### src/nta_pkg.sv
`default_nettype none
// ---------------------------------------------------------------------------
// nta_pkg: shared types and constants of the number to ASCII formatter
// Holds the port payload types, the per-cell conversion record, the format
// codes and the ASCII constants used by the conversion chain and emitter.
// ---------------------------------------------------------------------------
package nta_pkg;

  localparam int BIN_W          = 32;
  localparam int FRAC_W         = 10;
  localparam int BCD_DIGITS     = 10;
  localparam int BCD_W          = 4 * BCD_DIGITS;
  localparam int FRAC_DIGITS    = 3;
  localparam int FBCD_W         = 4 * FRAC_DIGITS;
  localparam int DEC_DIGITS_DEF = 7;
  localparam int MAX_CHARS_DEF  = 16;

  localparam logic [1:0] FN_DEC  = 2'd0;
  localparam logic [1:0] FN_FRAC = 2'd1;
  localparam logic [1:0] FN_HEX  = 2'd2;
  localparam logic [1:0] FN_NONE = 2'd3;

  localparam logic [7:0]        ASCII_ZERO      = 8'h30;
  localparam logic [7:0]        ASCII_HEX_ALPHA = 8'h37;
  localparam logic [7:0]        ASCII_COMMA     = 8'h2C;
  localparam logic [7:0]        ASCII_X         = 8'h78;
  localparam logic [FRAC_W-1:0] FRAC_MAX        = 10'd999;

  typedef struct packed {
    logic [1:0]        func;
    logic [BIN_W-1:0]  int_val;
    logic [FRAC_W-1:0] frac_milli;
  } in_t;

  typedef struct packed {
    logic [7:0] char_code;
    logic       last;
  } out_t;

  // One slot of the conversion chain.
  typedef struct packed {
    logic              vld;
    logic              hex;
    logic              frac_en;
    logic [BIN_W-1:0]  bin;
    logic [BIN_W-1:0]  fbin;
    logic [BCD_W-1:0]  bcd;
    logic [FBCD_W-1:0] fbcd;
  } nta_cell_t;

  function automatic logic [63:0] pow10(input int n);
    logic [63:0] p;
    p = 64'd1;
    for (int k = 0; k < n; k++) begin
      p = p * 64'd10;
    end
    return p;
  endfunction

endpackage
`default_nettype wire

### src/nta_cell.sv
`default_nettype none
// ---------------------------------------------------------------------------
// nta_cell: one shift-and-correct step of the binary to BCD chain
// Applies the add-three correction to every BCD digit that is five or more,
// then shifts the next binary bit in. In hex mode the correction of the integer
// digits is skipped, so their register collects the plain binary nibbles.
// ---------------------------------------------------------------------------
module nta_cell
  import nta_pkg::*;
(
  input  wire logic      clk,
  input  wire logic      rst_n,
  input  wire logic      adv,
  input  wire nta_cell_t d_in,
  output nta_cell_t      d_out
);

  nta_cell_t         cell_r;
  nta_cell_t         cell_nxt;
  logic [BCD_W-1:0]  bcd_c;
  logic [FBCD_W-1:0] fbcd_c;

  always_comb begin
    bcd_c  = d_in.bcd;
    fbcd_c = d_in.fbcd;
    for (int k = 0; k < BCD_DIGITS; k++) begin
      if (!d_in.hex && bcd_c[4*k +: 4] >= 4'd5) begin
        bcd_c[4*k +: 4] = bcd_c[4*k +: 4] + 4'd3;
      end
    end
    for (int k = 0; k < FRAC_DIGITS; k++) begin
      if (fbcd_c[4*k +: 4] >= 4'd5) begin
        fbcd_c[4*k +: 4] = fbcd_c[4*k +: 4] + 4'd3;
      end
    end
    cell_nxt         = d_in;
    cell_nxt.bcd     = {bcd_c[BCD_W-2:0], d_in.bin[BIN_W-1]};
    cell_nxt.fbcd    = {fbcd_c[FBCD_W-2:0], d_in.fbin[BIN_W-1]};
    cell_nxt.bin     = {d_in.bin[BIN_W-2:0], 1'b0};
    cell_nxt.fbin    = {d_in.fbin[BIN_W-2:0], 1'b0};
  end

  always_ff @(posedge clk) begin
    if (!rst_n) begin
      cell_r.vld <= 1'b0;
    end else if (adv) begin
      cell_r <= cell_nxt;
    end
  end

  assign d_out = cell_r;

endmodule
`default_nettype wire

### src/nta_emit.sv
`default_nettype none
// ---------------------------------------------------------------------------
// nta_emit: character sequencer and output register
// Takes a converted number from the end of the chain, suppresses leading
// zeros and sends one ASCII character per transfer, flagging the final one.
// ---------------------------------------------------------------------------
module nta_emit
  import nta_pkg::*;
#(
  parameter int MAX_CHARS = MAX_CHARS_DEF
)
(
  input  wire logic      clk,
  input  wire logic      rst_n,
  input  wire nta_cell_t ld,
  output logic           ld_take,
  output logic           out_valid,
  input  wire logic      out_ready,
  output out_t           out_data
);

  localparam int CNT_W = $clog2(MAX_CHARS);
  localparam int IDX_W = $clog2(BCD_DIGITS);
  localparam int FID_W = $clog2(FRAC_DIGITS);

  localparam logic [2:0] PH_P0    = 3'd0;
  localparam logic [2:0] PH_PX    = 3'd1;
  localparam logic [2:0] PH_INT   = 3'd2;
  localparam logic [2:0] PH_COMMA = 3'd3;
  localparam logic [2:0] PH_FRAC  = 3'd4;

  logic              busy_r, busy_nxt;
  logic [2:0]        phase_r, phase_nxt;
  logic [IDX_W-1:0]  idx_r, idx_nxt;
  logic [FID_W-1:0]  fidx_r, fidx_nxt;
  logic [CNT_W-1:0]  cnt_r, cnt_nxt;
  logic [BCD_W-1:0]  dig_r, dig_nxt;
  logic [FBCD_W-1:0] fdig_r, fdig_nxt;
  logic              frac_en_r, frac_en_nxt;
  logic              out_valid_r, out_valid_nxt;
  out_t              out_data_r, out_data_nxt;

  logic             emit;
  logic             fin;
  logic             last;
  logic [3:0]       d;
  logic [7:0]       ch;
  logic [IDX_W-1:0] ilead;
  logic [FID_W-1:0] flead;

  // Position of the most significant nonzero digit; zero prints one digit.
  always_comb begin
    ilead = '0;
    flead = '0;
    for (int k = 0; k < BCD_DIGITS; k++) begin
      if (ld.bcd[4*k +: 4] != 4'd0) begin
        ilead = IDX_W'(k);
      end
    end
    for (int k = 0; k < FRAC_DIGITS; k++) begin
      if (ld.fbcd[4*k +: 4] != 4'd0) begin
        flead = FID_W'(k);
      end
    end
  end

  always_comb begin
    ch  = ASCII_ZERO;
    fin = 1'b0;
    d   = 4'd0;
    case (phase_r)
      PH_P0: begin
        ch = ASCII_ZERO;
      end
      PH_PX: begin
        ch = ASCII_X;
      end
      PH_INT: begin
        d   = dig_r[4*idx_r +: 4];
        ch  = (d < 4'd10) ? ASCII_ZERO + {4'd0, d} : ASCII_HEX_ALPHA + {4'd0, d};
        fin = (idx_r == '0) && !frac_en_r;
      end
      PH_COMMA: begin
        ch = ASCII_COMMA;
      end
      PH_FRAC: begin
        d   = fdig_r[4*fidx_r +: 4];
        ch  = ASCII_ZERO + {4'd0, d};
        fin = (fidx_r == '0);
      end
      default: begin
        ch  = ASCII_ZERO;
        fin = 1'b1;
      end
    endcase
  end

  assign emit    = busy_r && (!out_valid_r || out_ready);
  assign last    = fin || (cnt_r == CNT_W'(MAX_CHARS - 1));
  // A new number loads while idle, or in the same cycle as the final character is registered for output.
  assign ld_take = ld.vld && (!busy_r || (emit && last));

  always_comb begin
    busy_nxt      = busy_r;
    phase_nxt     = phase_r;
    idx_nxt       = idx_r;
    fidx_nxt      = fidx_r;
    cnt_nxt       = cnt_r;
    dig_nxt       = dig_r;
    fdig_nxt      = fdig_r;
    frac_en_nxt   = frac_en_r;
    out_valid_nxt = out_valid_r;
    out_data_nxt  = out_data_r;

    if (emit) begin
      out_valid_nxt          = 1'b1;
      out_data_nxt.char_code = ch;
      out_data_nxt.last      = last;
    end else if (out_ready) begin
      out_valid_nxt = 1'b0;
    end

    if (ld_take) begin
      busy_nxt    = 1'b1;
      phase_nxt   = ld.hex ? PH_P0 : PH_INT;
      idx_nxt     = ilead;
      fidx_nxt    = flead;
      cnt_nxt     = '0;
      dig_nxt     = ld.bcd;
      fdig_nxt    = ld.fbcd;
      frac_en_nxt = ld.frac_en;
    end else if (emit) begin
      cnt_nxt = cnt_r + CNT_W'(1);
      if (last) begin
        busy_nxt = 1'b0;
      end
      case (phase_r)
        PH_P0: begin
          phase_nxt = PH_PX;
        end
        PH_PX: begin
          phase_nxt = PH_INT;
        end
        PH_INT: begin
          if (idx_r == '0) begin
            phase_nxt = PH_COMMA;
          end else begin
            idx_nxt = idx_r - IDX_W'(1);
          end
        end
        PH_COMMA: begin
          phase_nxt = PH_FRAC;
        end
        PH_FRAC: begin
          fidx_nxt = fidx_r - FID_W'(1);
        end
        default: begin
          busy_nxt = 1'b0;
        end
      endcase
    end
  end

  always_ff @(posedge clk) begin
    if (!rst_n) begin
      busy_r      <= 1'b0;
      out_valid_r <= 1'b0;
      phase_r     <= PH_INT;
    end else begin
      busy_r      <= busy_nxt;
      out_valid_r <= out_valid_nxt;
      phase_r     <= phase_nxt;
    end
  end

  always_ff @(posedge clk) begin
    idx_r      <= idx_nxt;
    fidx_r     <= fidx_nxt;
    cnt_r      <= cnt_nxt;
    dig_r      <= dig_nxt;
    fdig_r     <= fdig_nxt;
    frac_en_r  <= frac_en_nxt;
    out_data_r <= out_data_nxt;
  end

  assign out_valid = out_valid_r;
  assign out_data  = out_data_r;

  a_frac_needs_mode: assert property (@(posedge clk) disable iff (!rst_n)
    (busy_r && (phase_r == PH_FRAC || phase_r == PH_COMMA)) |-> frac_en_r)
    else $error("fraction phase reached without fraction format");

  a_cnt_bound: assert property (@(posedge clk) disable iff (!rst_n)
    busy_r |-> (cnt_r <= CNT_W'(MAX_CHARS - 1)))
    else $error("character count exceeds the cap");

  a_idx_bound: assert property (@(posedge clk) disable iff (!rst_n)
    (busy_r && phase_r == PH_INT) |-> (idx_r < IDX_W'(BCD_DIGITS)))
    else $error("digit index out of range");

  a_load_when_free: assert property (@(posedge clk) disable iff (!rst_n)
    ld_take |=> (busy_r && cnt_r == '0))
    else $error("load did not start a fresh number");

endmodule
`default_nettype wire

### src/number_to_ascii_formatter.sv
`default_nettype none
// An input transfer reaches out_valid through the cell chain, the emitter's digit registers and its output register.
// The 32-cell conversion chain takes one number per cycle while it can move.
// The output gives one character per cycle while out_ready is high, and a number
// has 1 to 11 characters, at most MAX_CHARS.
// Reset (rst_n low at a clock edge) empties the chain and the output register.
// ---------------------------------------------------------------------------
// number_to_ascii_formatter: number to ASCII character stream
// Clamps and loads a number into a chain of binary to BCD cells, then emits
// its decimal, integer comma fraction or hex text one character at a time.
// ---------------------------------------------------------------------------
module number_to_ascii_formatter
  import nta_pkg::*;
#(
  parameter int DEC_DIGITS = DEC_DIGITS_DEF,
  parameter int MAX_CHARS  = MAX_CHARS_DEF
)
(
  input  wire logic clk,
  input  wire logic rst_n,
  input  wire logic in_valid,
  output logic      in_ready,
  input  wire in_t  in_data,
  output logic      out_valid,
  input  wire logic out_ready,
  output out_t      out_data
);

  localparam logic [63:0] DEC_LIM = pow10(DEC_DIGITS) - 64'd1;

  nta_cell_t         chain [BIN_W+1];
  logic              adv;
  logic              ld_take;
  logic [BIN_W-1:0]  ival;
  logic [FRAC_W-1:0] fval;

  always_comb begin
    ival = in_data.int_val;
    if (in_data.func != FN_HEX &&
        {{(64-BIN_W){1'b0}}, in_data.int_val} > DEC_LIM) begin
      ival = DEC_LIM[BIN_W-1:0];
    end
    fval = (in_data.frac_milli > FRAC_MAX) ? FRAC_MAX : in_data.frac_milli;
  end

  // The unused format code is taken and dropped here.
  assign chain[0] = '{
    vld:     in_valid && (in_data.func != FN_NONE),
    hex:     (in_data.func == FN_HEX),
    frac_en: (in_data.func == FN_FRAC),
    bin:     ival,
    fbin:    {{(BIN_W-FRAC_W){1'b0}}, fval},
    bcd:     '0,
    fbcd:    '0
  };

  // The whole chain moves together when its end is empty or being drained.
  assign adv      = !chain[BIN_W].vld || ld_take;
  assign in_ready = adv;

  for (genvar i = 0; i < BIN_W; i++) begin : g_cell
    nta_cell u_cell (
      .clk   (clk),
      .rst_n (rst_n),
      .adv   (adv),
      .d_in  (chain[i]),
      .d_out (chain[i+1])
    );
  end

  nta_emit #(
    .MAX_CHARS (MAX_CHARS)
  ) u_emit (
    .clk       (clk),
    .rst_n     (rst_n),
    .ld        (chain[BIN_W]),
    .ld_take   (ld_take),
    .out_valid (out_valid),
    .out_ready (out_ready),
    .out_data  (out_data)
  );

endmodule
`default_nettype wire

### config.mk
export PLATFORM = sky130hd
export DESIGN_NAME = number_to_ascii_formatter
export DESIGN_NICKNAME = d
export VERILOG_FILES = /design/src/nta_pkg.sv /design/src/nta_cell.sv /design/src/nta_emit.sv /design/src/number_to_ascii_formatter.sv
export SDC_FILE = /design/constraint.sdc
export NUM_CORES = 2
export LEC_CHECK = 0
export BUFFER_PORTS_ARGS = -buffer_cell sky130_fd_sc_hd__buf_2
export CAP_MARGIN = 25
export CORE_ASPECT_RATIO = 1.75
export CORE_UTILIZATION = 30
export DETAILED_ROUTE_END_ITERATION = 8
export PLACE_DENSITY = 0.44
export SLEW_MARGIN = 30
export SYNTH_ARGS = -nofsm -noshare
export SYNTH_HDL_FRONTEND = slang
export SYNTH_HIERARCHICAL = 1
export SYNTH_SLANG_ARGS = --single-unit
### constraint.sdc
create_clock -name clk -period 7.3 [get_ports clk]
set_input_delay 0 -clock clk [delete_from_list [all_inputs] [get_ports clk]]
set_output_delay 0 -clock clk [all_outputs]
set_load 0.02 [all_outputs]
==> results by group <==
Floorplan
  – Top-level I/O count: 59
  – Starting Density: 30.1%
  – FP Rows: 321
  – DIE HEIGHT: 879 µm
  – Die area: 442000 µm²
  – Die Width: 503 µm
  – Core Area: 437000 µm²

Critical path
  – Element type at the critical path start: register
  – Crit Path Max Fanout: 45
  – FF-to-FF path depth: 10
  – Worst Path Required: 7.84 ns
  – Crit path DAT: 5.52 ns
  – R2R setup slack: 2.32 ns
  – CP Class: reg -> reg
  – CP endpoint kind: register

STA
  – Final Max Slew Viols: 0
  – Post-layout min period: 4.98 ns
  – Final Setup Violations: 0
  – Tcrit/Tclk final: 68.2%
  – Sum Neg Setup Slack: 0 ns
  – Fmax: 0.201 GHz
  – Final Hold Viols: 0
  – Slew of the pin with the lowest slew margin: 0.932 ns
  – Post-route clock skew: 0.0542 ns
  – Slew headroom: 37.9%
  – RSZ-0062 raised after global routing: false

CTS
  – CTS Buffer Depth: 4
  – Post-cts resize count: 0
  – CTS Sinks: 2828
  – Clock slew at reported path FFs: 0.06 ns
  – Root Buffer: clkbuf_16
  – CTS H-tree lvls: 5
  – Hold_buf cts: 121
  – Total CTS buffers: 299
  – Post-CTS setup buffer count: 0
  – CTS tree: built
  – Worst skew pair latency: 0.88 ns

Power and ir drop
  – Worst VDD drop: 0.187 mV
  – Pleak: 58.7 nW
  – Pwr dens: 282 nW/µm²

Drt
  – Via density per instance: 4.40
  – Pre-antenna DRT Iters: 5
  – DR top layer: met4
  – Met3 Wirelength: 6740 µm
  – Routed WL: 241000 µm
  – Via Count: 71600
  – Routed wire length per instance: 14.8 µm
  – Antenna-violating nets left: 0
  – Initial DRC count: 2247
  – WL met2: 154000 µm
  – Met1 Routed Length: 69600 µm
  – DRC: 0

GRT
  – Largest net degree at the start of global routing: 91
  – Overall Global Routing Usage: 10.8%
  – Vias in the first global route: 75400
  – Grt ovf: 0
  – Initial antenna violation count: 2
  – First-pass GRT wire length: 379000 µm

Final layout
  – Final #Nets: 11100
  – Fraction of final layout cells sized beyond drive strength 1: 8.86%
  – Layout fillers: 42200
  – Finished Layout Cells: 16300
  – Area Overhead vs Synth: 14.6%

Synthesis
  – Synthesis warning total: 6
  – Avg Inst Size Synth: 13.7 µm²
  – Mapped Area: 132000 µm²
  – Synthesized netlist cell count: 9650

Run status
  – Run status: completed

Place
  – Placed cell count: 15600
  – Gpl congestion: 0.747
  – Number of buffers inserted by port buffering: 57
  – Hpwl dp: 183000 µm

Worst hold path
  – Hold depth: 3
  – Hold Path Class: in -> reg

Job
  – Max-cap viol count: 0
-- area by class of cell --
type	instances	area, µm²	share of cell area [%]
flip-flops and latches	2828	84500	56.0
multi-input cells	6028	44200	29.3
clock buffers	365	7880	5.22
well taps	5814	7270	4.82
inverters	840	3150	2.09
repair buffers	255	2220	1.47
clock inverters	157	1730	1.14
diodes	3	7.51	0.00497
-- flip-flops by register name, indices dropped and copies added, names as in the netlist, 2 cells and up --
register / flops
g_cell.u_cell/d_out: 2752
u_emit/phase_r: 3
u_emit/idx_r: 4
u_emit/cnt_r: 4
u_emit/fdig_r: 12
u_emit/fidx_r: 2
u_emit/dig_r: 40
u_emit/out_data: 8
-- stage by stage --
stage	setup WS, ns	util, %	power [mW]	hold WS [ns]	instance area, µm²
2_1_floorplan	0.00323	-	26.1	0.0619	132000
3_3_place_gp	2.16	32.1	27.6	0.236	140000
3_5_place_dp	2.21	32.1	28.0	0.232	140000
4_1_cts	2.20	34.5	43.5	0.0178	151000
5_1_grt	1.99	34.5	44.9	0.0640	151000
6_report	2.32	34.5	42.6	0.0960	151000
-- path summary, 6_finish.rpt --
| path | startpoint | to |
|---|---|---|
| max | u_emit/idx_r[0]$_DFFE_PP_ | g_cell[30].u_cell/d_out[16]$_DFFE_PP_ |
| min | rst_n | u_emit/phase_r[1]$_SDFFE_PN1P_ |
| max reg2reg | u_emit/idx_r[0]$_DFFE_PP_ | g_cell[30].u_cell/d_out[16]$_DFFE_PP_ |
| min reg2reg | g_cell[4].u_cell/d_out[68]$_DFFE_PP_ | g_cell[5].u_cell/d_out[69]$_DFFE_PP_ |
-- routing by layer --
metal,vias up,GRT usage (%)
met5,-,0
met4,0,4.96
met3,502,1.64
met2,685,24.8
met1,34400,7.79
li1,36100,-
-- worst max-delay path: stages, from the launching register on --
cell,delay [ns]
edfxtp_1,0.73
inv_1,0.24
ha_1,0.16
or3b_2,0.48
nor3_1,0.26
o21ai_0,0.23
a21boi_4,0.21
nand2b_4,0.68
buf_4,0.37
and2_2,0.78
buf_4,0.44
-- report_power, final --
group,switching (mW),internal (mW),leakage (nW)
Sequential,1.28,20.4,27.8
Clock,6.29,8.80,4.65
Combinational,3.38,2.51,26.3
Total,10.9,31.7,58.7
-- layout by cell type (no fill, tap or decap), types with 35 or more instances in the layout --
| cell type | count |
|---|---|
| a211oi_2 | 288 |
| a21bo_1 | 256 |
| a21oi_1 | 105 |
| buf_2 | 57 |
| buf_4 | 66 |
| clkbuf_1 | 58 |
| clkbuf_16 | 305 |
| clkinv_1 | 56 |
| clkinv_2 | 35 |
| conb_1 | 196 |
| dfxtp_1 | 41 |
| dlygate4sd3_1 | 121 |
| edfxtp_1 | 2787 |
| ha_1 | 837 |
| inv_1 | 839 |
| mux2i_1 | 459 |
| nand2_1 | 689 |
| nand2b_1 | 167 |
| nor2_1 | 1002 |
| nor2b_1 | 39 |
| o21ai_0 | 814 |
| o21ai_1 | 225 |
| or4b_1 | 320 |
| xnor2_1 | 421 |
No activity file was read; power rests on OpenSTA's default activity.
